<file path="src/rtl/core/wrs_pkg.sv">
`timescale 1ns / 1ps

package wrs_pkg;

  // Hold buffer depth for trailing punctuation and element position width
  localparam int PUNCT_HOLD = 8;
  localparam int POS_WIDTH  = 32;
  localparam int HoldIdxW   = $clog2(PUNCT_HOLD);
  localparam int HoldCntW   = $clog2(PUNCT_HOLD + 1);

  // Request and result codes
  localparam logic REQ_CHAR  = 1'b0;
  localparam logic REQ_END   = 1'b1;
  localparam logic ITEM_TEXT = 1'b0;
  localparam logic ITEM_SUM  = 1'b1;

  typedef enum logic [1:0] {
    CLS_END,
    CLS_WS,
    CLS_PUNCT,
    CLS_CHAR
  } cls_t;

  typedef enum logic [2:0] {
    ST_IDLE,
    ST_DECIDE,
    ST_OVF,
    ST_DRAIN,
    ST_CHAR,
    ST_SUM
  } ctrl_state_t;

  typedef struct packed {
    logic        req_type;
    logic        elem_is_residue;
    logic [20:0] elem_value;
    logic [31:0] src_offset;
    logic [2:0]  src_len;
  } in_item_t;

  typedef struct packed {
    logic        item_kind;
    logic [7:0]  text_byte;
    logic [31:0] char_offset;
    logic        char_is_cap;
    logic [31:0] run_start_pos;
    logic [31:0] run_char_len;
    logic [31:0] run_byte_start;
    logic [31:0] run_byte_len;
    logic        first_cap;
    logic        all_caps;
    logic        hold_overflow;
    logic        last;
  } res_item_t;

  // One held punctuation mark (always ASCII)
  typedef struct packed {
    logic [6:0]  value;
    logic [31:0] offset;
    logic [2:0]  len;
  } mark_t;

  typedef struct packed {
    logic latch;      // capture input beat, advance position
    logic set_chunk;  // run is open
    logic push;       // push latched mark into hold buffer
    logic pop_emit;   // emit oldest held mark as text, commit it
    logic char_emit;  // emit next byte of latched character
    logic sum_emit;   // emit run summary
    logic close;      // clear run state
    logic set_ovf;    // note hold overflow
    logic last;       // last flag for pop_emit beat
  } dp_cmd_t;

  typedef struct packed {
    cls_t                cls;
    logic                in_chunk;
    logic                have_core;
    logic                hold_full;
    logic                hold_one;
    logic                hold_empty;
    logic                byte_last;
    logic                out_free;
    logic [HoldCntW-1:0] hold_cnt;
  } dp_sts_t;

  function automatic logic is_ws(input logic [20:0] c);
    return c == 21'h20 || c == 21'h09 || c == 21'h0A || c == 21'h0D ||
           c == 21'h0C || c == 21'h0B;
  endfunction

  function automatic logic is_punct(input logic [20:0] c);
    return (c >= 21'h21 && c <= 21'h2F) || (c >= 21'h3A && c <= 21'h40) ||
           (c >= 21'h5B && c <= 21'h60) || (c >= 21'h7B && c <= 21'h7E);
  endfunction

  function automatic logic is_upper(input logic [20:0] c);
    return c >= 21'h41 && c <= 21'h5A;
  endfunction

  // UTF-8 length of a codepoint, minus one
  function automatic logic [1:0] utf8_len_m1(input logic [20:0] v);
    if (v < 21'h80) begin
      return 2'd0;
    end else if (v < 21'h800) begin
      return 2'd1;
    end else if (v < 21'h10000) begin
      return 2'd2;
    end
    return 2'd3;
  endfunction

  // Byte idx of the UTF-8 form; ASCII capitals are lowercased
  function automatic logic [7:0] utf8_byte(input logic [20:0] v, input logic [1:0] idx);
    logic [1:0] lm1;
    logic [7:0] b;
    lm1 = utf8_len_m1(v);
    b = 8'h00;
    case (lm1)
      2'd0: b = is_upper(v) ? (v[7:0] + 8'h20) : v[7:0];
      2'd1: b = (idx == 2'd0) ? (8'hC0 | {3'b0, v[10:6]}) : (8'h80 | {2'b0, v[5:0]});
      2'd2: begin
        case (idx)
          2'd0:    b = 8'hE0 | {4'b0, v[15:12]};
          2'd1:    b = 8'h80 | {2'b0, v[11:6]};
          default: b = 8'h80 | {2'b0, v[5:0]};
        endcase
      end
      default: begin
        case (idx)
          2'd0:    b = 8'hF0 | {5'b0, v[20:18]};
          2'd1:    b = 8'h80 | {2'b0, v[17:12]};
          2'd2:    b = 8'h80 | {2'b0, v[11:6]};
          default: b = 8'h80 | {2'b0, v[5:0]};
        endcase
      end
    endcase
    return b;
  endfunction

endpackage

</file>
<file path="src/rtl/core/wrs_ctrl.sv">
`timescale 1ns / 1ps

module wrs_ctrl import wrs_pkg::*; (
  input  logic    clk,
  input  logic    rst_n,
  input  logic    in_valid,
  output logic    in_ready,
  input  dp_sts_t sts,
  output dp_cmd_t cmd
);

  ctrl_state_t state_r, state_nxt;

  always_ff @(posedge clk) begin
    if (!rst_n) begin
      state_r <= ST_IDLE;
    end else begin
      state_r <= state_nxt;
    end
  end

  // Next state
  always_comb begin
    state_nxt = state_r;
    unique case (state_r)
      ST_IDLE: begin
        if (in_valid) state_nxt = ST_DECIDE;
      end
      ST_DECIDE: begin
        unique case (sts.cls)
          CLS_END: state_nxt = sts.have_core ? ST_SUM : ST_IDLE;
          CLS_WS:  state_nxt = (sts.in_chunk && sts.have_core) ? ST_SUM : ST_IDLE;
          CLS_PUNCT: state_nxt = (sts.have_core && sts.hold_full) ? ST_OVF : ST_IDLE;
          default: state_nxt = sts.hold_empty ? ST_CHAR : ST_DRAIN;
        endcase
      end
      ST_OVF: begin
        if (sts.out_free) state_nxt = ST_IDLE;
      end
      ST_DRAIN: begin
        if (sts.out_free && sts.hold_one) state_nxt = ST_CHAR;
      end
      ST_CHAR: begin
        if (sts.out_free && sts.byte_last) state_nxt = ST_IDLE;
      end
      ST_SUM: begin
        if (sts.out_free) state_nxt = ST_IDLE;
      end
      default: state_nxt = ST_IDLE;
    endcase
  end

  // Outputs
  always_comb begin
    cmd      = '0;
    in_ready = 1'b0;
    unique case (state_r)
      ST_IDLE: begin
        in_ready  = 1'b1;
        cmd.latch = in_valid;
      end
      ST_DECIDE: begin
        unique case (sts.cls)
          CLS_END:   cmd.close = !sts.have_core;
          CLS_WS:    cmd.close = sts.in_chunk && !sts.have_core;
          CLS_PUNCT: begin
            cmd.set_chunk = 1'b1;
            cmd.push      = sts.have_core && !sts.hold_full;
          end
          default:   cmd.set_chunk = 1'b1;
        endcase
      end
      ST_OVF: begin
        if (sts.out_free) begin
          cmd.pop_emit = 1'b1;
          cmd.last     = 1'b1;
          cmd.push     = 1'b1;
          cmd.set_ovf  = 1'b1;
        end
      end
      ST_DRAIN: begin
        cmd.pop_emit = sts.out_free;
      end
      ST_CHAR: begin
        cmd.char_emit = sts.out_free;
      end
      ST_SUM: begin
        if (sts.out_free) begin
          cmd.sum_emit = 1'b1;
          cmd.close    = 1'b1;
        end
      end
      default: cmd = '0;
    endcase
  end

endmodule
</file>
<file path="config.mk">
export PLATFORM = sky130hd
export DESIGN_NAME = wrs_ctrl
export DESIGN_NICKNAME = d
export VERILOG_FILES = /design/src/rtl/core/wrs_pkg.sv /design/src/rtl/core/wrs_ctrl.sv
export SDC_FILE = /design/constraint.sdc
export NUM_CORES = 1
export LEC_CHECK = 0
export BUFFER_PORTS_ARGS = -buffer_cell sky130_fd_sc_hd__buf_2
export CAP_MARGIN = 20
export CORE_AREA = 3 3 40 42
export CTS_BUF_LIST = sky130_fd_sc_hd__clkbuf_16
export CTS_CLUSTER_SIZE = 8
export DETAILED_ROUTE_END_ITERATION = 10
export DIE_AREA = 0 0 43 45
export HOLD_SLACK_MARGIN = 0.08
export SLEW_MARGIN = 20
export SYNTH_ARGS = -nofsm -noshare
export SYNTH_HDL_FRONTEND = slang
export SYNTH_SLANG_ARGS = --single-unit
</file>
<file path="constraint.sdc">
create_clock -name clk -period 2.8 [get_ports clk]
set_clock_uncertainty 0.15 [all_clocks]
set_input_delay 0 -clock clk [delete_from_list [all_inputs] [get_ports clk]]
set_output_delay 0 -clock clk [all_outputs]
set_load 0.02 [all_outputs]
</file>
==> out/qor.csv, run 1 <==
metric;value;unit
status;complete, no violations;
reg_top3;state_r (3);
gr-total-overflow;0;
area_delta_synth_final;61.3;%
yosysUniqueCellTypes;29;
critPathMaxFanout;9;
worstPathArrival;1.57;ns
syn_nets;62;
start_util;26.7;%
ios;26;
crit_slowest_cell;or3b_1;
leakage;0.279;nW
holdWs;0.0782;ns
yosysSeqAreaShare;17.5;%
finalHoldViolCount;0;
setup_viol;0;
tightest_slew;0.380;ns
coreArea;1280;sq um
port_buffers;21;
crit_chain;nand2b_1, or3b_1, inv_1, a31o_1, buf_2;
ys_ff_latch;3;
rows;13;
tritoncts;done;
timing.fmax;581;MHz
powerDensity;774;nW/um^2
post_cts_buffers;0;
slowest_delay;0.41;ns
cts_buffers;3;
synth_edf_count;0;
wl_per_cell;10.4;microns
ctsLongestPathBuffers;2;
dieWidth;43;microns
post_cts_resized;0;
largest_reg_flops;3;
grt_first_pass_wirelength;1.42;mm
cts_sinks;3;
die_height;45;microns
layout_min_cycle_time;1.72;ns
globalplace.congestion;0.748;
hpwl;712;microns
async_flop_share;0;%
die_area;1940;sq um
max_slew_margin;74.6;%
rsz0062_at_grt;no;
syn_area;343;sq um
top_register;state_r;
worstSetupEndpointType;primary output;
finalSetupTns;0;ns
viasPerCell;4.91;
nets;88;
hold_path_class;in -> reg;
max-cap-violations;0;
n_antenna_cell;0;
cts_root_buf;clkbuf_16;
htree_levels;1;
firstDrtPassIters;2;
slew_violations;0;
ir_drop;0.645;mV
totalWireLength;897;microns
clk_pin_slew;0.03;ns
worstSetupPathType;reg -> out;
start_kind;flip-flop;
grt_antenna_before_repair;0;
drive_above_1_share;38.0;%
ys.flop_type;dfxtp_1;
yosysWarnings;0;
fill_cells;144;
syn_area_per_cell;7.45;sq um
grt_max_degree;14;
syn_inst;46;
grt_pass1_vias;371;
critical_path_required;2.65;ns
clk_latency;0.22;ns
vias;422;
grt_usage;9.82;%
drt_iter0_drc;4;
drcViolationCount;0;
period_share;61.5;%
antenna_left;0;
-- metrics by stage --
stage / util, % / setup WS [ns] / power [mW] / area, sq um / instances
after global placement: 35.3 / 1.30 / 0.207 / 454 / 80
after global routing: 43.0 / 0.982 / 0.450 / 553 / 86
after detailed placement: 35.3 / 1.29 / 0.209 / 454 / 80
after floorplan: - / 1.30 / 0.169 / 343 / 46
final: 43.0 / 1.08 / 0.428 / 553 / 86
after CTS: 43.0 / 1.05 / 0.434 / 553 / 86
-- cells in the mapped netlist (2+ instances only) --
cell / instances / area, sq um
nor2_1: 7 / 26.3
dfxtp_1: 3 / 60.1
nand2b_1: 3 / 18.8
nand2_1: 3 / 11.3
inv_1: 3 / 11.3
nor3b_1: 2 / 15.0
a21oi_1: 3 / 15.0
-- worst paths after layout --
check	from	end	slack (ns)	cells past startpoint
hold reg to reg	state_r[0]$_SDFFE_PN0P_	state_r[0]$_SDFFE_PN0P_	0.51	1
hold / removal	sts[4]	state_r[2]$_SDFFE_PN0P_	0.08	3
setup reg to reg	state_r[2]$_SDFFE_PN0P_	state_r[2]$_SDFFE_PN0P_	1.31	4
setup / recovery	state_r[1]$_SDFFE_PN0P_	cmd[6]	1.08	5
-- critical path: cells and delay by family (launching register included) --
kind	cells	cell delay, ns
AND/OR/NAND/NOR	2	0.61
flip-flops	1	0.37
AO/OA/AOI/OAI	1	0.13
buffers and inverters	2	0.24
-- layout by cell type, fill, tap and decap left out, types with 2 or more instances in the layout --
cell	count
dlygate4sd3_1	2
nor2_1	7
clkbuf_16	3
inv_1	4
nand2b_1	3
nand2_1	3
buf_2	21
a21oi_1	3
nor3b_1	2
dfxtp_1	3
-- timing repair --
action | 4_1_cts | 5_1_grt
endpoints found under the hold margin | 3 | 0
hold buffers | 2 | 0
setup endpoints to repair | 0 | 0
-- routing by layer --
metal	part of all wire [%]	up-vias	track usage, %
met5	0	-	0
met4	0	0	0
met3	9.7	0	6.77
met2	46	12	16.2
met1	44	189	11.3
li1	-	221	-
-- cells by family after synthesis --
logic type             Yosys count  synth area share [%]
buffers and inverters            5                  6.93
AO/OA/AOI/OAI                   14                  34.7
flip-flops                       3                  17.5
AND/OR/NAND/NOR                 23                  37.6
multiplexers                     1                  3.28
-- report_power, final --
part | total (mW) | switching (mW) | internal, mW | leakage, nW
clock network | 0.219 | 0.0355 | 0.184 | 0.0423
registers | 0.0728 | 0.0208 | 0.0519 | 0.0247
logic | 0.136 | 0.0704 | 0.0656 | 0.212
-- cell type report --
cell class | instances | area (sq um) | share of cell area [%]
Clock buffer | 3 | 75.1 | 13.6
Sequential cell | 3 | 60.1 | 10.9
Tap cell | 15 | 18.8 | 3.39
Inverter | 3 | 11.3 | 2.04
Clock inverter | 1 | 3.75 | 0.679
Multi-Input combinational cell | 38 | 259 | 46.8
Timing Repair Buffer | 23 | 125 | 22.6
Power figures use the tool's default switching activity.
==> run 2, diff against run 1 <==
--- a/config.mk
+++ b/config.mk
@@ -5,6 +5,7 @@
 export SDC_FILE = /design/constraint.sdc
 export NUM_CORES = 1
 export LEC_CHECK = 0
+export ABC_AREA = 1
 export BUFFER_PORTS_ARGS = -buffer_cell sky130_fd_sc_hd__buf_2
 export CAP_MARGIN = 20
 export CORE_AREA = 3 3 40 42
==> constraint.sdc (replaced) <==
create_clock -name clk -period 1.7 [get_ports clk]
set_clock_uncertainty 0.15 [all_clocks]
set_input_delay 0 -clock clk [delete_from_list [all_inputs] [get_ports clk]]
set_output_delay 0 -clock clk [all_outputs]
set_load 0.02 [all_outputs]
==> run 2 against run 1 <==
Clock power grew 68%. Cell area rose by 12%. Register-to-register slack got worse by 0.91 ns. Sequential share of layout area fell by 1.2 points. Synthesized cell count increased by 50%. Setup slack worse by 0.85 ns. Non-clock buffer count unchanged. Critical path depth decreased by 1. Wire length up 15%. Power rose to 2.5 times the previous value. Global-route usage grew 2.2 points. Combinational power rose to 4.2 times the previous value.
==> out/qor.csv, run 2 <==
metric;value;unit;change
slew_violations;0;;unchanged
ir_drop;1.15;mV;+79%
status;complete, no violations;;
die_height;45;microns;unchanged
yosysWarnings;0;;unchanged
multiInputGateArea;277;sq um;+6.8%
async_flop_share;0;%;unchanged
path_buf_inv;2;;unchanged
top_register;state_r;;
nets;112;;+27%
tightest_slew;0.219;ns;-0.162 ns
yosys-top-cells-area;nand2_1 (17%), dfxtp_1 (15%), nor2_1 (12%);;
largest_reg_flops;3;;unchanged
setup_viol;0;;unchanged
htree_levels;1;;unchanged
timing.fmax;678;MHz;
synth.cells.most_frequent;nand2_1 (18), nor2_1 (13), inv_1 (9), nand3_1 (4), nand3_2 (4);;
yosysUniqueCellTypes;17;;-41%
viasPerCell;4.55;;-7.4%
rows;13;;unchanged
clk_latency;0.22;ns;about the same
die_area;1940;sq um;unchanged
tritoncts;done;;
worstSetupEndpointType;primary output;;
gr-total-overflow;0;;unchanged
max-cap-violations;0;;unchanged
max_slew_margin;85.3;%;+11 points
post_cts_resized;0;;unchanged
reg_top3;state_r (3);;
synth.top_cell.area_share;16.6;%;-0.90 points
coreArea;1280;sq um;unchanged
cts_root_buf;clkbuf_16;;
ctsLongestPathBuffers;2;;unchanged
regArea;60.1;sq um;unchanged
hold_path_class;in -> reg;;
cts_buffers;3;;unchanged
synth_edf_count;0;;unchanged
syn_nets;85;;+37%
worstPathArrival;1.32;ns;-0.25 ns
period_share;86.7;%;
grt_first_pass_wirelength;1.77;mm;+24%
dieWidth;43;microns;unchanged
worstSetupPathType;reg -> out;;
clk_pin_slew;0.03;ns;about the same
grt_antenna_before_repair;0;;unchanged
leakage;0.365;nW;+31%
crit_chain;inv_2, nand3_2, o32ai_1, buf_2;;
ios;26;;unchanged
critPathMaxFanout;7;;-2
final_cell_mix;buf_2 (21), nand2_1 (18), nor2_1 (13), inv_1 (10);;
grt_usage;12.1;%;+2.2 points
antenna_left;0;;unchanged
drcViolationCount;0;;unchanged
mostFrequentLayoutCell;buf_2;;
yosysTopAreaCell;nand2_1;;
synth.most_common_cell;nand2_1;;
totalWireLength;1.03;mm;+15%
n_antenna_cell;0;;unchanged
finalSetupTns;0;ns;unchanged
final_util;48.4;%;+5.4 points
finalHoldViolCount;0;;unchanged
fill_cells;144;;unchanged
grt_max_degree;8;;-6
layout_min_cycle_time;1.47;ns;
critical_path_required;1.55;ns;-1.10 ns
hpwl;830;microns;+17%
wl_per_cell;9.35;microns;-10%
area_delta_synth_final;52.9;%;
globalplace.congestion;0.739;;-1.2%
port_buffers;21;;unchanged
drt_iter0_drc;6;;+2
powerDensity;1740;nW/um^2;+120%
cp_top_family;buffers and inverters;;
crit_slowest_cell;dfxtp_1;;
start_kind;flip-flop;;
vias;500;;+18%
ys_ff_latch;3;;unchanged
yosysSeqAreaShare;14.8;%;-2.7 points
syn_inst;69;;+50%
cts_sinks;3;;unchanged
firstDrtPassIters;4;;+2
syn_area;407;sq um;+19%
grt_pass1_vias;473;;+27%
drive_above_1_share;41.1;%;+3.0 points
ys.flop_type;dfxtp_1;;
slowest_delay;0.33;ns;-0.08 ns
syn_area_per_cell;5.89;sq um;-21%
rsz0062_at_grt;no;;
start_util;31.6;%;+5.0 points
-- run 2: changes by cell type after synthesis, sizes merged, moves of 2 or more --
cell    change
nor2        +8
inv         +9
nor3b       -2
o32ai       +2
nand2b      -3
nand3       +9
nand2      +19
-- run 2: routing by layer --
metal	wire, microns	up-vias	GRT usage (%)
li1	-	266	-
met1	439	211	13.9
met2	467	21	20.7
met3	106	2	2.39
met4	14	0	7.23
met5	0	-	0
-- run 2: worst register-to-register path, cell delays in order (launching register included) --
cell	delay, ns
dfxtp_1	0.40
inv_1	0.12
nand3_2	0.11
nand2_2	0.07
nand2_4	0.07
nand3_4	0.09
nor2_1	0.13
nor2_2	0.05
-- run 2: report_power, final --
group / total (mW) / leakage (nW) / internal (mW) / switching [mW]
clock network: 0.369 / 0.0423 / 0.304 / 0.0660
logic: 0.565 / 0.298 / 0.197 / 0.369
registers: 0.144 / 0.0248 / 0.101 / 0.0431
total: 1.08 / 0.365 / 0.601 / 0.478
-- run 2: final cells by class --
cell class | instances | area share, %
multi-input combinational | 52 | 44.5
clock inverter | 1 | 0.604
clock buffer | 3 | 12.1
sequential | 3 | 9.66
timing repair buffer | 23 | 20.1
inverter | 13 | 10.1
tap | 15 | 3.02
-- run 2: stage by stage --
step                      power [mW]  instances  instance area, sq um  hold WS [ns]  worst slack (ns)
after global placement         0.706        104                   523         0.101             0.404
after CTS                       1.09        110                   622         0.104             0.212
after floorplan                0.582         69                   407       -0.0296             0.362
final                           1.08        110                   622        0.0998             0.226
after global routing            1.17        110                   622         0.161             0.142
after detailed placement       0.711        104                   523         0.111             0.396
-- run 2: logic make-up after synthesis --
kind of cell | share of synthesized area (%)
flops | 14.8
compound gates | 6.77
buf+inv | 17.2
simple gates | 61.2
-- run 2: timing repair --
item / in CTS / in global routing
setup buffers: 0 / 0
hold endpoints to repair: 3 / 0
hold buffers: 2 / 0
-- run 2: worst paths after layout --
| check | slack, ns | to | from | cells after the start |
|---|---|---|---|---|
| setup / recovery | 0.23 | cmd[2] | state_r[2]$_SDFFE_PN0P_ | 4 |
| hold / removal | 0.1 | state_r[2]$_SDFFE_PN0P_ | in_valid | 7 |
| setup reg to reg | 0.40 | state_r[1]$_SDFFE_PN0P_ | state_r[1]$_SDFFE_PN0P_ | 7 |
| hold reg to reg | 0.50 | state_r[0]$_SDFFE_PN0P_ | state_r[0]$_SDFFE_PN0P_ | 4 |
