File: config.mk
export PLATFORM = sky130hd
export DESIGN_NAME = wrs_dp
export DESIGN_NICKNAME = d
export VERILOG_FILES = /design/src/rtl/core/wrs_pkg.sv /design/src/rtl/core/wrs_dp.sv
export SDC_FILE = /design/constraint.sdc
export NUM_CORES = 1
export LEC_CHECK = 0
export ABC_AREA = 0
export BUFFER_PORTS_ARGS = -buffer_cell sky130_fd_sc_hd__buf_2
export CAP_MARGIN = 15
export CORE_MARGIN = 5
export CORE_UTILIZATION = 42
export DETAILED_ROUTE_END_ITERATION = 8
export RECOVER_POWER = 50
export SYNTH_ARGS = -nofsm -noshare
export SYNTH_HDL_FRONTEND = slang
export SYNTH_SLANG_ARGS = --single-unit
File: constraint.sdc
create_clock -name clk -period 12.45 [get_ports clk]
set_input_delay 1.245 -clock clk [delete_from_list [all_inputs] [get_ports clk]]
set_output_delay 1.245 -clock clk [all_outputs]
set_load 0.005 [all_outputs]
File: src/rtl/core/wrs_pkg.sv
`timescale 1ns / 1ps

package wrs_pkg;

  // Hold buffer depth for trailing punctuation and element position width
  localparam int PUNCT_HOLD = 8;
  localparam int POS_WIDTH  = 32;
  localparam int HoldIdxW   = $clog2(PUNCT_HOLD);
  localparam int HoldCntW   = $clog2(PUNCT_HOLD + 1);

  // Request and result codes
  localparam logic REQ_CHAR  = 1'b0;
  localparam logic REQ_END   = 1'b1;
  localparam logic ITEM_TEXT = 1'b0;
  localparam logic ITEM_SUM  = 1'b1;

  typedef enum logic [1:0] {
    CLS_END,
    CLS_WS,
    CLS_PUNCT,
    CLS_CHAR
  } cls_t;

  typedef enum logic [2:0] {
    ST_IDLE,
    ST_DECIDE,
    ST_OVF,
    ST_DRAIN,
    ST_CHAR,
    ST_SUM
  } ctrl_state_t;

  typedef struct packed {
    logic        req_type;
    logic        elem_is_residue;
    logic [20:0] elem_value;
    logic [31:0] src_offset;
    logic [2:0]  src_len;
  } in_item_t;

  typedef struct packed {
    logic        item_kind;
    logic [7:0]  text_byte;
    logic [31:0] char_offset;
    logic        char_is_cap;
    logic [31:0] run_start_pos;
    logic [31:0] run_char_len;
    logic [31:0] run_byte_start;
    logic [31:0] run_byte_len;
    logic        first_cap;
    logic        all_caps;
    logic        hold_overflow;
    logic        last;
  } res_item_t;

  // One held punctuation mark (always ASCII)
  typedef struct packed {
    logic [6:0]  value;
    logic [31:0] offset;
    logic [2:0]  len;
  } mark_t;

  typedef struct packed {
    logic latch;      // capture input beat, advance position
    logic set_chunk;  // run is open
    logic push;       // push latched mark into hold buffer
    logic pop_emit;   // emit oldest held mark as text, commit it
    logic char_emit;  // emit next byte of latched character
    logic sum_emit;   // emit run summary
    logic close;      // clear run state
    logic set_ovf;    // note hold overflow
    logic last;       // last flag for pop_emit beat
  } dp_cmd_t;

  typedef struct packed {
    cls_t                cls;
    logic                in_chunk;
    logic                have_core;
    logic                hold_full;
    logic                hold_one;
    logic                hold_empty;
    logic                byte_last;
    logic                out_free;
    logic [HoldCntW-1:0] hold_cnt;
  } dp_sts_t;

  function automatic logic is_ws(input logic [20:0] c);
    return c == 21'h20 || c == 21'h09 || c == 21'h0A || c == 21'h0D ||
           c == 21'h0C || c == 21'h0B;
  endfunction

  function automatic logic is_punct(input logic [20:0] c);
    return (c >= 21'h21 && c <= 21'h2F) || (c >= 21'h3A && c <= 21'h40) ||
           (c >= 21'h5B && c <= 21'h60) || (c >= 21'h7B && c <= 21'h7E);
  endfunction

  function automatic logic is_upper(input logic [20:0] c);
    return c >= 21'h41 && c <= 21'h5A;
  endfunction

  // UTF-8 length of a codepoint, minus one
  function automatic logic [1:0] utf8_len_m1(input logic [20:0] v);
    if (v < 21'h80) begin
      return 2'd0;
    end else if (v < 21'h800) begin
      return 2'd1;
    end else if (v < 21'h10000) begin
      return 2'd2;
    end
    return 2'd3;
  endfunction

  // Byte idx of the UTF-8 form; ASCII capitals are lowercased
  function automatic logic [7:0] utf8_byte(input logic [20:0] v, input logic [1:0] idx);
    logic [1:0] lm1;
    logic [7:0] b;
    lm1 = utf8_len_m1(v);
    b = 8'h00;
    case (lm1)
      2'd0: b = is_upper(v) ? (v[7:0] + 8'h20) : v[7:0];
      2'd1: b = (idx == 2'd0) ? (8'hC0 | {3'b0, v[10:6]}) : (8'h80 | {2'b0, v[5:0]});
      2'd2: begin
        case (idx)
          2'd0:    b = 8'hE0 | {4'b0, v[15:12]};
          2'd1:    b = 8'h80 | {2'b0, v[11:6]};
          default: b = 8'h80 | {2'b0, v[5:0]};
        endcase
      end
      default: begin
        case (idx)
          2'd0:    b = 8'hF0 | {5'b0, v[20:18]};
          2'd1:    b = 8'h80 | {2'b0, v[17:12]};
          2'd2:    b = 8'h80 | {2'b0, v[11:6]};
          default: b = 8'h80 | {2'b0, v[5:0]};
        endcase
      end
    endcase
    return b;
  endfunction

endpackage

File: src/rtl/core/wrs_dp.sv
`timescale 1ns / 1ps

module wrs_dp import wrs_pkg::*; (
  input  logic      clk,
  input  logic      rst_n,
  input  in_item_t  in_item,
  input  dp_cmd_t   cmd,
  output dp_sts_t   sts,
  input  logic      out_ready,
  output logic      out_valid,
  output res_item_t out_item
);

  in_item_t             item_r;
  logic [POS_WIDTH-1:0] pos_r;
  logic [POS_WIDTH-1:0] cur_pos_r;
  logic                 in_chunk_r;
  logic                 have_core_r;
  logic [POS_WIDTH-1:0] start_pos_r;
  logic [31:0]          first_off_r;
  logic [31:0]          last_end_r;
  logic [31:0]          core_cnt_r;
  logic [31:0]          cap_cnt_r;
  logic                 first_cap_r;
  logic                 ovf_r;
  mark_t                hold_mem_r [PUNCT_HOLD];
  logic [HoldIdxW-1:0]  head_r;
  logic [HoldCntW-1:0]  cnt_r;
  logic [1:0]           byte_idx_r;
  logic                 out_valid_r;
  res_item_t            out_item_r;

  cls_t                 cls;
  logic                 cur_cap;
  logic [1:0]           nbytes_m1;
  logic                 byte_last;
  mark_t                head_mark;
  logic [HoldCntW:0]    tail_sum;
  logic [HoldIdxW-1:0]  tail;
  logic [HoldIdxW-1:0]  head_nxt;
  logic                 commit_en;
  logic [POS_WIDTH-1:0] c_pos;
  logic [31:0]          c_off;
  logic [2:0]           c_len;
  logic                 c_cap;
  logic                 load;
  res_item_t            res_nxt;
  logic [POS_WIDTH+31:0] start_ext;

  // Classify latched element
  always_comb begin
    if (item_r.req_type == REQ_END) begin
      cls = CLS_END;
    end else if (!item_r.elem_is_residue && is_ws(item_r.elem_value)) begin
      cls = CLS_WS;
    end else if (!item_r.elem_is_residue && is_punct(item_r.elem_value)) begin
      cls = CLS_PUNCT;
    end else begin
      cls = CLS_CHAR;
    end
  end

  assign cur_cap   = !item_r.elem_is_residue && is_upper(item_r.elem_value);
  assign nbytes_m1 = item_r.elem_is_residue ? 2'd0 : utf8_len_m1(item_r.elem_value);
  assign byte_last = (byte_idx_r == nbytes_m1);

  // Hold buffer ring indexes
  assign head_mark = hold_mem_r[head_r];
  assign tail_sum  = (HoldCntW+1)'(head_r) + (HoldCntW+1)'(cnt_r);
  assign tail      = (tail_sum >= (HoldCntW+1)'(PUNCT_HOLD)) ?
                     HoldIdxW'(tail_sum - (HoldCntW+1)'(PUNCT_HOLD)) :
                     HoldIdxW'(tail_sum);
  assign head_nxt  = (head_r == HoldIdxW'(PUNCT_HOLD - 1)) ? '0 : head_r + 1'b1;

  // Character commit source: oldest held mark or latched element
  assign commit_en = cmd.pop_emit || (cmd.char_emit && byte_last);
  assign c_pos     = cur_pos_r;
  assign c_off     = cmd.pop_emit ? head_mark.offset : item_r.src_offset;
  assign c_len     = cmd.pop_emit ? head_mark.len : item_r.src_len;
  assign c_cap     = cmd.pop_emit ? 1'b0 : cur_cap;

  assign start_ext = {32'd0, start_pos_r};

  // Result beat build
  always_comb begin
    res_nxt = '0;
    if (cmd.sum_emit) begin
      res_nxt.item_kind      = ITEM_SUM;
      res_nxt.run_start_pos  = start_ext[31:0];
      res_nxt.run_char_len   = core_cnt_r;
      res_nxt.run_byte_start = first_off_r;
      res_nxt.run_byte_len   = last_end_r - first_off_r;
      res_nxt.first_cap      = first_cap_r;
      res_nxt.all_caps       = (core_cnt_r != 32'd0) && (cap_cnt_r == core_cnt_r);
      res_nxt.hold_overflow  = ovf_r;
      res_nxt.last           = 1'b1;
    end else begin
      res_nxt.item_kind   = ITEM_TEXT;
      res_nxt.char_offset = core_cnt_r;
      if (cmd.pop_emit) begin
        res_nxt.text_byte = {1'b0, head_mark.value};
        res_nxt.last      = cmd.last;
      end else begin
        res_nxt.text_byte = item_r.elem_is_residue ? item_r.elem_value[7:0] :
                            utf8_byte(item_r.elem_value, byte_idx_r);
        res_nxt.char_is_cap = cur_cap;
        res_nxt.last        = byte_last;
      end
    end
  end

  assign load = cmd.pop_emit || cmd.char_emit || cmd.sum_emit;

  // Control and run state
  always_ff @(posedge clk) begin
    if (!rst_n) begin
      pos_r       <= '0;
      in_chunk_r  <= 1'b0;
      have_core_r <= 1'b0;
      start_pos_r <= '0;
      first_off_r <= '0;
      last_end_r  <= '0;
      core_cnt_r  <= '0;
      cap_cnt_r   <= '0;
      first_cap_r <= 1'b0;
      ovf_r       <= 1'b0;
      head_r      <= '0;
      cnt_r       <= '0;
      byte_idx_r  <= '0;
      out_valid_r <= 1'b0;
    end else begin
      if (cmd.latch) begin
        pos_r <= (in_item.req_type == REQ_END) ? '0 : pos_r + 1'b1;
      end
      if (cmd.set_chunk) begin
        in_chunk_r <= 1'b1;
      end
      if (commit_en) begin
        if (!have_core_r) begin
          have_core_r <= 1'b1;
          start_pos_r <= c_pos;
          first_off_r <= c_off;
          first_cap_r <= c_cap;
        end
        last_end_r <= c_off + {29'd0, c_len};
        core_cnt_r <= core_cnt_r + 32'd1;
        if (c_cap) begin
          cap_cnt_r <= cap_cnt_r + 32'd1;
        end
      end
      if (cmd.set_ovf) begin
        ovf_r <= 1'b1;
      end
      if (cmd.pop_emit) begin
        head_r <= head_nxt;
      end
      if (cmd.push && !cmd.pop_emit) begin
        cnt_r <= cnt_r + 1'b1;
      end else if (cmd.pop_emit && !cmd.push) begin
        cnt_r <= cnt_r - 1'b1;
      end
      if (cmd.char_emit) begin
        byte_idx_r <= byte_last ? 2'd0 : byte_idx_r + 2'd1;
      end
      if (cmd.close) begin
        in_chunk_r  <= 1'b0;
        have_core_r <= 1'b0;
        start_pos_r <= '0;
        first_off_r <= '0;
        last_end_r  <= '0;
        core_cnt_r  <= '0;
        cap_cnt_r   <= '0;
        first_cap_r <= 1'b0;
        ovf_r       <= 1'b0;
        cnt_r       <= '0;
      end
      if (load) begin
        out_valid_r <= 1'b1;
      end else if (out_ready) begin
        out_valid_r <= 1'b0;
      end
    end
  end

  // Payload registers
  always_ff @(posedge clk) begin
    if (cmd.latch) begin
      item_r    <= in_item;
      cur_pos_r <= pos_r;
    end
    if (cmd.push) begin
      hold_mem_r[tail] <= '{value:  item_r.elem_value[6:0],
                            offset: item_r.src_offset,
                            len:    item_r.src_len};
    end
    if (load) begin
      out_item_r <= res_nxt;
    end
  end

  always_comb begin
    sts.cls        = cls;
    sts.in_chunk   = in_chunk_r;
    sts.have_core  = have_core_r;
    sts.hold_full  = (cnt_r == HoldCntW'(PUNCT_HOLD));
    sts.hold_one   = (cnt_r == HoldCntW'(1));
    sts.hold_empty = (cnt_r == '0);
    sts.byte_last  = byte_last;
    sts.out_free   = !out_valid_r || out_ready;
    sts.hold_cnt   = cnt_r;
  end

  assign out_valid = out_valid_r;
  assign out_item  = out_item_r;

endmodule

==> summary.txt, run 1 <==
Top Ports = 258
Vias = 21700
CTS tree = built
RD Place Congestion = 0.855
Max-slew violations = 346
Syn Inst Count = 2650
Final Hold Fails = 0
Worst Slack Setup Final = 5.71 ns
Met1 Use GR = 25.9%
Maximum VDD drop = 98.1 uV
Reg clk slew, reported paths = 0.06 ns
Number of global-route vias before repair = 21500
Final Cycle Share = 54.2%
FILL cells = 7156
Finish-stage setup viols = 0
Main flop type after synthesis = edfxtp_1
Synth cell types = 82
Global-route met3 utilization = 3.20%
Fraction of layout cells with a size suffix above 1 = 13.5%
GR Util met2 = 29.7%
Starting Density = 42.4%
Mapped cell area = 34200 sq um
Gr ovfl total = 0
Post-synth ARST share = 0%
CP max stage cell = clkbuf_1
Non-filler instance count after layout = 4015
Worst-path cell chain = buf_2 > clkbuf_1 > clkbuf_1 > a31oi_1 > nor4b_1 > nand3_1 > nand4bb_1 > or4_1 > nand3_1
Drt via density = 5.39
Placed cell count = 3858
Post-CTS Setup Repair Bufs = 0
Gr busiest metal = met2
Post-route ant nets = 0
Die X = 295 microns
F_max = 148 MHz
Power density cells = 160 nW/um^2
Worst Max-Slew Pin Slew = 3.33 ns
Critical Path End Type = flop
Max incr delay on CP = 1.66 ns
RSZ-0062 raised after global routing = no
Setup TNS = 0 ns
Number of synthesized register bits = 809
Hold-fix buffers at CTS = 0
Largest net degree at the start of global routing = 100
Clk_lat worst skew = 0.65 ns
Min-delay worst type = flop to flop
Yosys warns = 0
Syn avg cell area = 12.9 sq um
Critical Path Fanout Max = 46
Placement Rows = 104
Nets = 3010
Post-CTS sizing = 0
Final Hold Slack = 0.450 ns
Post-DP HPWL = 54400 microns
CTS sink cnt = 809
Syn_nets = 2776
IO buf count = 257
Status = complete, but fails checks
Startpoint Class = primary input
Critical path required time = 13.03 ns
Clock buffer count from CTS = 84
Wire length per cell = 20.5 microns
Drt first-iter violations = 1508
First-pass GRT wire length = 126000 microns
Deepest clock path buffer count = 3
Post-Place Setup Slack = 7.43 ns
Slew HR = -122%
Core box area = 80700 sq um
All-Layer GR Usage = 18.4%
Failing checks = capacitance limit, slew limit
WS Path Type = primary input to flop
Root Buffer = clkbuf_16
WL final = 82200 microns
Post-Place Cell Area = 36500 sq um
N_diodes = 0
Pleak = 13.9 nW
Buf/Inv on CP = 3
Number of max-cap violations = 6
DIE AREA = 87200 sq um
Cell family with most CP delay = buffers and inverters
H-Tree Depth = 3
DRC violations left = 0
DR pass1 iterations = 5
Clock Skews = 0.0460 ns
Die Ht = 295 microns
Post-route cell area = 39200 sq um
Sequential fraction of the synthesis area = 64.9%
Area grow syn2layout = 14.6%
Antenna violations before repair = 2
Fin crit period = 6.74 ns
Worst EP arrival = 7.32 ns
EDFF count, synth = 600
==> cells in the mapped netlist (all sizes together) (4+ instances only) <==
cell | number | share of area, %
nand4 | 30 | 0.55
or2 | 5 | 0.091
nor2b | 61 | 1.1
a221o | 5 | 0.15
buf | 39 | 0.75
or3 | 29 | 0.53
a21boi | 5 | 0.11
dfxtp | 209 | 12
o21ai | 69 | 1.0
and3 | 23 | 0.42
a22oi | 37 | 0.81
a31oi | 24 | 0.44
o22ai | 7 | 0.17
a21o | 19 | 0.42
nor3 | 48 | 0.75
nand2 | 217 | 2.4
o31ai | 14 | 0.31
edfxtp | 600 | 53
clkbuf | 102 | 1.1
a211oi | 39 | 0.86
nor4 | 42 | 0.87
or4 | 10 | 0.23
and4 | 9 | 0.23
nor2 | 237 | 2.6
mux2i | 86 | 2.5
nand2b | 9 | 0.16
and2 | 73 | 1.3
o21a | 8 | 0.18
ha | 53 | 1.9
nor4b | 5 | 0.16
a21oi | 151 | 2.2
o21bai | 4 | 0.088
a22o | 4 | 0.10
inv | 74 | 0.81
nor3b | 4 | 0.088
nand3 | 51 | 0.78
xor2 | 76 | 1.9
a221oi | 6 | 0.15
mux4 | 56 | 3.7
xnor2 | 68 | 1.7
mux2 | 4 | 0.13
==> stage by stage <==
step	utilization [%]	total power [mW]
3_3_place_gp	45.2	3.79
2_1_floorplan	-	3.56
3_5_place_dp	45.2	3.80
4_1_cts	48.8	6.35
6_report	48.6	6.28
5_1_grt	48.6	6.53
==> path summary, 6_finish.rpt <==
path              startpoint               to  depth (start not counted)  slack, ns
max                   cmd[5]   last_end_r[31]                          9       5.71
min          start_pos_r[27]  start_pos_r[27]                          2       0.45
max reg2reg             flop   last_end_r[20]                         10       7.30
min reg2reg  start_pos_r[27]  start_pos_r[27]                          2       0.45
==> report_power, final <==
group / switching (mW) / total [mW] / internal [mW]
Clock: 1.05 / 2.54 / 1.50
Combinational: 0.374 / 0.605 / 0.230
Sequential: 0.0867 / 3.13 / 3.05
==> tightest hold or removal path: stages, from the launching register on <==
cell and delay, ns:
dfxtp_1 0.30, nand2_1 0.05, a21oi_1 0.05
==> cell families (layout without fill, tap and decap cells) <==
family / Yosys count / in the layout / synth area share, %
mux: 146 / 146 / 6.34
flops: 809 / 809 / 64.9
compound gates: 419 / 419 / 7.73
simple gates: 860 / 860 / 12.5
fa+ha+maj: 56 / 56 / 2.12
xor+xnor: 144 / 144 / 3.69
buf+inv: 216 / 521 / 2.69
==> state kept, by name, summed over array words and instances, names as in the netlist, 2 cells and up, named ones only <==
name,cells
byte_idx_r,2
core_cnt_r,32
cnt_r,4
item_r,58
first_off_r,32
out_item,174
pos_r,32
start_pos_r,32
last_end_r,32
c_pos,32
head_r,3
hold_mem_r,336
cap_cnt_r,32
==> cell type report <==
| cell class | instances | area [sq um] | share of cell area (%) |
|---|---|---|---|
| Inverter | 75 | 287 | 0.731 |
| Multi-Input combinational cell | 1625 | 11200 | 28.5 |
| Timing Repair Buffer | 289 | 1370 | 3.50 |
| Clock buffer | 115 | 2340 | 5.98 |
| Sequential cell | 809 | 22200 | 56.7 |
| Tap cell | 1060 | 1330 | 3.39 |
| Clock inverter | 42 | 493 | 1.26 |
==> routing by layer <==
metal / part of all wire (%) / vias to the layer above
li1: - / 10300
met3: 6.5 / 133
met1: 44 / 10600
met5: 0 / -
met4: 2.7 / 0
met2: 46 / 678
==> placed cells by master, fill, tap and decap left out, drive strengths merged, types with 5 or more instances in the layout <==
master and n:
clkbuf 220, a211oi 39, dfxtp 209, nand2 217
a21boi 5, nor2 237, nor4b 5, nand2b 9
o21ai 69, nor2b 61, mux4 56, or2 5
clkinv 32, xor2 76, a31oi 24, nor4 42
ha 53, a22oi 37, a21o 19, or3 29
inv 74, nor3 48, and3 23, and2 73
o22ai 7, a221oi 6, a21oi 151, edfxtp 600
and4 9, bufinv 8, a221o 5, or4 10
o31ai 14, buf 184, nand4 30, xnor2 68
o21a 8, nand3 51, mux2i 86
No activity file was read; power rests on OpenSTA's default activity.
==> run 2: changes to the inputs <==
clock period = 7 ns   (was 12.45 ns; I/O delays follow)
==> summary.txt, run 2 (synthesized netlist as in run 1, its figures left out) <==
Area grow syn2layout = 14.4% (was 14.6%)
Total power draw = 11.0 mW (was 6.28 mW)
Setup TNS = 0 ns (unchanged)
Clock buffer count from CTS = 84 (unchanged)
WS Path Type = primary input to flop (unchanged)
DRC violations left = 0 (unchanged)
Gr busiest metal = met2 (unchanged)
Number of max-cap violations = 4 (was 6)
Worst-path cell chain = clkbuf_1 > clkbuf_1 > nor2b_1 > a221o_1 > nand2_1 > nor4b_1 > nand3_1 > nand4bb_1 > or4_1 > nand3_1 (was buf_2 > clkbuf_1 > clkbuf_1 > a31oi_1 > nor4b_1 > nand3_1 > nand4bb_1 > or4_1 > nand3_1)
Root Buffer = clkbuf_16 (unchanged)
Core box area = 80700 sq um (unchanged)
Drt first-iter violations = 1543 (was 1508)
GR Util met2 = 29.6% (was 29.7%)
Critical path required time = 7.57 ns (was 13.03 ns)
N_diodes = 0 (unchanged)
Starting Density = 42.4% (unchanged)
Biggest register = hold_mem_r (unchanged)
Most frequent cells in the layout = 600 x edfxtp_1, 231 x nor2_1, 217 x nand2_1 (unchanged)
CP max stage cell = clkbuf_1 (unchanged)
Final Cycle Share = 68.9%
Pleak = 13.8 nW (was 13.9 nW)
Fraction of layout cells with a size suffix above 1 = 13.5% (about the same)
Net Sw Frac = 23.9% (was 24.0%)
Area of the multi-input gates = 11200 sq um (about the same)
Vias = 21400 (was 21700)
Nets = 3007 (was 3010)
Deepest clock path buffer count = 3 (unchanged)
Flop-to-flop setup slack = 2.61 ns (was 7.30 ns)
Int Pwr = 8.39 mW (was 4.77 mW)
H-Tree Depth = 3 (unchanged)
Non-filler instance count after layout = 4005 (was 4015)
Post-CTS Setup Repair Bufs = 0 (unchanged)
Hold-fix buffers at CTS = 0 (unchanged)
Gr ovfl total = 0 (unchanged)
Post-Place Cell Area = 36500 sq um (about the same)
DIE AREA = 87200 sq um (unchanged)
Hold Startpoint = in_item[24] (was start_pos_r[27])
Worst Hold Depth = 1 (was 2)
Max incr delay on CP = 1.15 ns (was 1.66 ns)
Max-slew violations = 199 (was 346)
Post-DP HPWL = 54500 microns (was 54400 microns)
Sequential share of power = 50.6% (was 49.9%)
Number of global-route vias before repair = 21400 (was 21500)
Met1 Use GR = 25.6% (was 25.9%)
Maximum VDD drop = 154 uV (was 98.1 uV)
Post-route cell area = 39100 sq um (was 39200 sq um)
Critical Path Fanout Max = 31 (was 46)
Buf/Inv on CP = 2 (was 3)
R2R depth = 9 (was 10)
Slew HR = -134% (was -122%)
DR pass1 iterations = 6 (was 5)
Worst Max-Slew Pin Slew = 3.52 ns (was 3.33 ns)
Startpoint Class = primary input (unchanged)
Fin crit period = 4.83 ns
Reg clk slew, reported paths = 0.06 ns (about the same)
FILL cells = 7096 (was 7156)
Die X = 295 microns (unchanged)
Logic pwr share = 9.6% (about the same)
Largest net degree at the start of global routing = 100 (unchanged)
RSZ-0062 raised after global routing = no (unchanged)
Post-route ant nets = 0 (unchanged)
CTS tree = built (unchanged)
Worst EP arrival = 5.40 ns (was 7.32 ns)
Clk_lat worst skew = 0.64 ns (was 0.65 ns)
Top Ports = 258 (unchanged)
Clock share of power = 39.8% (was 40.5%)
Cell family with most CP delay = simple AND/OR/NAND/NOR gates (was buffers and inverters)
Status = complete, but fails checks (unchanged)
Drt via density = 5.34 (was 5.39)
Clock Skews = 0.0294 ns (was 0.0460 ns)
All-Layer GR Usage = 18.2% (was 18.4%)
Finish-stage setup viols = 0 (unchanged)
F_max = 207 MHz
Final Hold Fails = 0 (unchanged)
Reg2Reg Capture Point = last_end_r[31] (was last_end_r[20])
Placement Rows = 104 (unchanged)
Most common cell after layout, fill and taps aside = edfxtp_1 (unchanged)
CTS sink cnt = 809 (unchanged)
Post-layout util = 48.5% (was 48.6%)
First-pass GRT wire length = 125000 microns (was 126000 microns)
Power density cells = 282 nW/um^2 (was 160 nW/um^2)
Global-route met3 utilization = 2.83% (was 3.20%)
Critical Path End Type = flop (unchanged)
Antenna violations before repair = 2 (unchanged)
Largest register FFs = 336 (unchanged)
Wire length per cell = 20.3 microns (was 20.5 microns)
IO buf count = 257 (unchanged)
Min-delay worst type = primary input to flop (was flop to flop)
Post-CTS sizing = 0 (unchanged)
WL final = 81100 microns (was 82200 microns)
Failing checks = capacitance limit, slew limit (unchanged)
Die Ht = 295 microns (unchanged)
WHS Endpoint = item_r[24] (was start_pos_r[27])
Placed cell count = 3855 (was 3858)
RD Place Congestion = 0.873 (was 0.855)
Sw Pwr = 2.63 mW (was 1.51 mW)
Storage element area = 22200 sq um (unchanged)
run 2: cell types whose count changed in the layout (fill, tap and decap cells not counted), sizes merged:
cell,before,now
clkinv,32,24
clkbuf,220,215
buf,184,186
bufinv,8,6
clkinvlp,3,5
inv,74,75
run 2: stage by stage:
step,setup slack (ns),hold WS (ns)
2_1_floorplan,0.881,0.428
3_3_place_gp,2.59,0.440
3_5_place_dp,2.59,0.442
4_1_cts,2.58,0.197
5_1_grt,1.73,0.217
6_report,2.17,0.243
run 2: cell type report:
class	count	share of cell area, %
flip-flops and latches	809	56.8
clock buffers	115	5.96
well taps	1060	3.39
inverters	75	0.733
clock inverters	35	1.08
multi-input cells	1625	28.5
repair buffers	286	3.54
run 2: routing by layer:
metal / part of all wire [%] / routed length, microns / up-vias
li1: - / - / 10200
met1: 45 / 36700 / 10400
met2: 47 / 38200 / 587
met3: 5.3 / 4300 / 116
met4: 2.2 / 1810 / 4
met5: 0.026 / 21 / -
run 2: worst reg2reg max path, delay by kind of cell, from the launching register on:
kind / cells / cell delay, ns
AOI/OAI and AO/OA: 2 / 0.53
DFF: 1 / 1.02
buffers and inverters: 1 / 0.69
muxes: 1 / 0.17
and+or+nand+nor: 5 / 1.91
run 2: how the worst max path moves through the flow:
| stage | startpoint | to | slack (ns) | depth (start not counted) |
|---|---|---|---|---|
| after CTS | flop | last_end_r[31] | 2.58 | 9 |
| final | cmd[5] | last_end_r[31] | 2.17 | 10 |
| after detailed placement | flop | last_end_r[31] | 2.59 | 9 |
| after floorplan | cmd[5] | out_item[0] | 0.88 | 7 |
| after global placement | flop | last_end_r[31] | 2.59 | 9 |
| after global routing | cmd[5] | last_end_r[31] | 1.73 | 10 |
run 2: power groups by stage:
stage / Combinational [mW] / Clock, mW / Sequential [mW]
CTS: 1.08 / 4.49 / 5.58
finish: 1.06 / 4.39 / 5.58
floorplan: 0.710 / 0 / 5.62
detailed placement: 1.07 / 0 / 5.68
global placement: 1.06 / 0 / 5.67
global route: 1.17 / 4.70 / 5.61
==> run 3: changes to the inputs <==
clock period = 4.8 ns   (was 7 ns; I/O delays follow)
==> summary.txt, run 3 (synthesized netlist as in run 1, its figures left out) <==
F_max = 247 MHz
Die X = 295 microns (unchanged)
Number of global-route vias before repair = 21500 (was 21400)
Most common cell after layout, fill and taps aside = edfxtp_1 (unchanged)
Worst EP arrival = 4.28 ns (was 5.40 ns)
H-Tree Depth = 3 (unchanged)
Failing checks = capacitance limit, slew limit (unchanged)
FILL cells = 7063 (was 7096)
Buf/Inv on CP = 3 (was 2)
Deepest clock path buffer count = 3 (unchanged)
Placed cell count = 3876 (was 3855)
Slew HR = -79.2% (was -134%)
Vias = 21800 (was 21400)
Final Hold Slack = 0.0413 ns (was 0.243 ns)
Largest register FFs = 336 (unchanged)
Clock Skews = 0.0286 ns (was 0.0294 ns)
Die Ht = 295 microns (unchanged)
Cell family with most CP delay = buffers and inverters (was simple AND/OR/NAND/NOR gates)
WS Path Type = primary input to flop (unchanged)
Min-delay worst type = primary input to flop (unchanged)
Biggest register = hold_mem_r (unchanged)
R2R depth = 10 (was 9)
Power density cells = 413 nW/um^2 (was 282 nW/um^2)
RD Place Congestion = 0.882 (was 0.873)
Nets = 3056 (was 3007)
Core box area = 80700 sq um (unchanged)
Startpoint Class = primary input (unchanged)
Most frequent cells in the layout = 600 x edfxtp_1, 231 x nor2_1, 217 x nand2_1 (unchanged)
Number of max-cap violations = 4 (unchanged)
Drt via density = 5.37 (was 5.34)
Largest net degree at the start of global routing = 166 (was 100)
CTS tree = built (unchanged)
Finish-stage setup viols = 0 (unchanged)
CTS sink cnt = 809 (unchanged)
Drt first-iter violations = 1671 (was 1543)
Post-route ant nets = 0 (unchanged)
Post-Place Cell Area = 36700 sq um (was 36500 sq um)
IO buf count = 257 (unchanged)
Pleak = 14.1 nW (was 13.8 nW)
Critical Path Fanout Max = 165 (was 31)
WL final = 82900 microns (was 81100 microns)
Max incr delay on CP = 1.86 ns (was 1.15 ns)
DIE AREA = 87200 sq um (unchanged)
WHS Endpoint = item_r[38] (was item_r[24])
Total power draw = 16.4 mW (was 11.0 mW)
Critical path required time = 5.02 ns (was 7.57 ns)
Area grow syn2layout = 16.2% (was 14.4%)
DR pass1 iterations = 6 (unchanged)
Final Hold Fails = 0 (unchanged)
Maximum VDD drop = 261 uV (was 154 uV)
Non-filler instance count after layout = 4062 (was 4005)
RSZ-0062 raised after global routing = no (unchanged)
Reg clk slew, reported paths = 0.06 ns (about the same)
DRC violations left = 0 (unchanged)
Post-route cell area = 39700 sq um (was 39100 sq um)
Worst Hold Depth = 1 (unchanged)
Post-CTS Setup Repair Bufs = 0 (unchanged)
Status = complete, but fails checks (unchanged)
Fin crit period = 4.06 ns
All-Layer GR Usage = 18.4% (was 18.2%)
CP max stage cell = clkbuf_1 (unchanged)
Gr ovfl total = 0 (unchanged)
Setup TNS = 0 ns (unchanged)
Max-slew violations = 219 (was 199)
Worst-path cell chain = clkbuf_1 > nor3_1 > clkinvlp_2 > buf_12 (was clkbuf_1 > clkbuf_1 > nor2b_1 > a221o_1 > nand2_1 > nor4b_1 > nand3_1 > nand4bb_1 > or4_1 > nand3_1)
Final Cycle Share = 84.5%
Flop-to-flop setup slack = 0.91 ns (was 2.61 ns)
Clk_lat worst skew = 0.63 ns (was 0.64 ns)
Post-DP HPWL = 55700 microns (was 54500 microns)
Hold Startpoint = in_item[38] (was in_item[24])
Wire length per cell = 20.4 microns (was 20.3 microns)
Fraction of layout cells with a size suffix above 1 = 14.0% (was 13.5%)
Post-CTS sizing = 0 (unchanged)
Clock buffer count from CTS = 84 (unchanged)
Reg2Reg Capture Point = cap_cnt_r[24] (was last_end_r[31])
Critical Path End Type = flop (unchanged)
Root Buffer = clkbuf_16 (unchanged)
Antenna violations before repair = 2 (unchanged)
Worst Max-Slew Pin Slew = 2.69 ns (was 3.52 ns)
Starting Density = 42.4% (unchanged)
Placement Rows = 104 (unchanged)
R2r startpoint = item_r[36]
Hold-fix buffers at CTS = 28 (was 0)
First-pass GRT wire length = 126000 microns (was 125000 microns)
Top Ports = 258 (unchanged)
## run 3: cell count changes in the layout (fill, tap and decap cells not counted), sizes merged, moves of 4 or more
cell,delta
buf,+6
bufinv,+4
clkbuf,+5
clkinv,+8
dlygate4sd3,+28
inv,+5
## run 3: area by class of cell
type                       count  area [sq um]  share of cell area, %
antenna                        1          2.50                0.00630
clock inverter                52           599                   1.51
sequential                   809         22200                   55.9
tap                         1060          1330                   3.34
multi-input combinational   1625         11100                   28.0
inverter                      75           283                  0.712
timing repair buffer         335          1880                   4.74
clock buffer                 105          2290                   5.75
## run 3: stage by stage
step | util [%] | setup WS (ns)
floorplan | - | 0.0225
global placement | 45.5 | 1.07
detailed placement | 45.5 | 0.981
CTS | 49.5 | 0.944
global route | 49.2 | 0.396
finish | 49.2 | 0.745
## run 3: layer usage
metal  share of wire [%]  vias to the layer above  track usage (%)  wire, microns
met2                  48                      665             30.4          39500
met1                  45                    10700             25.9          37100
li1                    -                    10400                -              -
met3                 5.7                      107             2.95           4750
met5                   0                        -                0              0
met4                 1.9                        0             4.39           1550
## run 3: how the worst max path moves through the flow
stage | to | slack, ns | cells after the start | from
after CTS | first_off_r[4] | 0.94 | 10 | item_r[51]
after detailed placement | first_off_r[4] | 0.98 | 10 | item_r[51]
final | out_item[42] | 0.74 | 4 | cmd[3]
after floorplan | out_item[0] | 0.02 | 7 | cmd[5]
after global routing | out_item[171] | 0.40 | 4 | cmd[3]
after global placement | cap_cnt_r[26] | 1.07 | 8 | item_r[51]
## run 3: power breakdown
group	switching (mW)	leakage (nW)	total, mW	internal [mW]
clock network	2.73	1.41	6.69	3.96
logic	1.00	5.05	1.63	0.627
registers	0.208	7.66	8.11	7.90
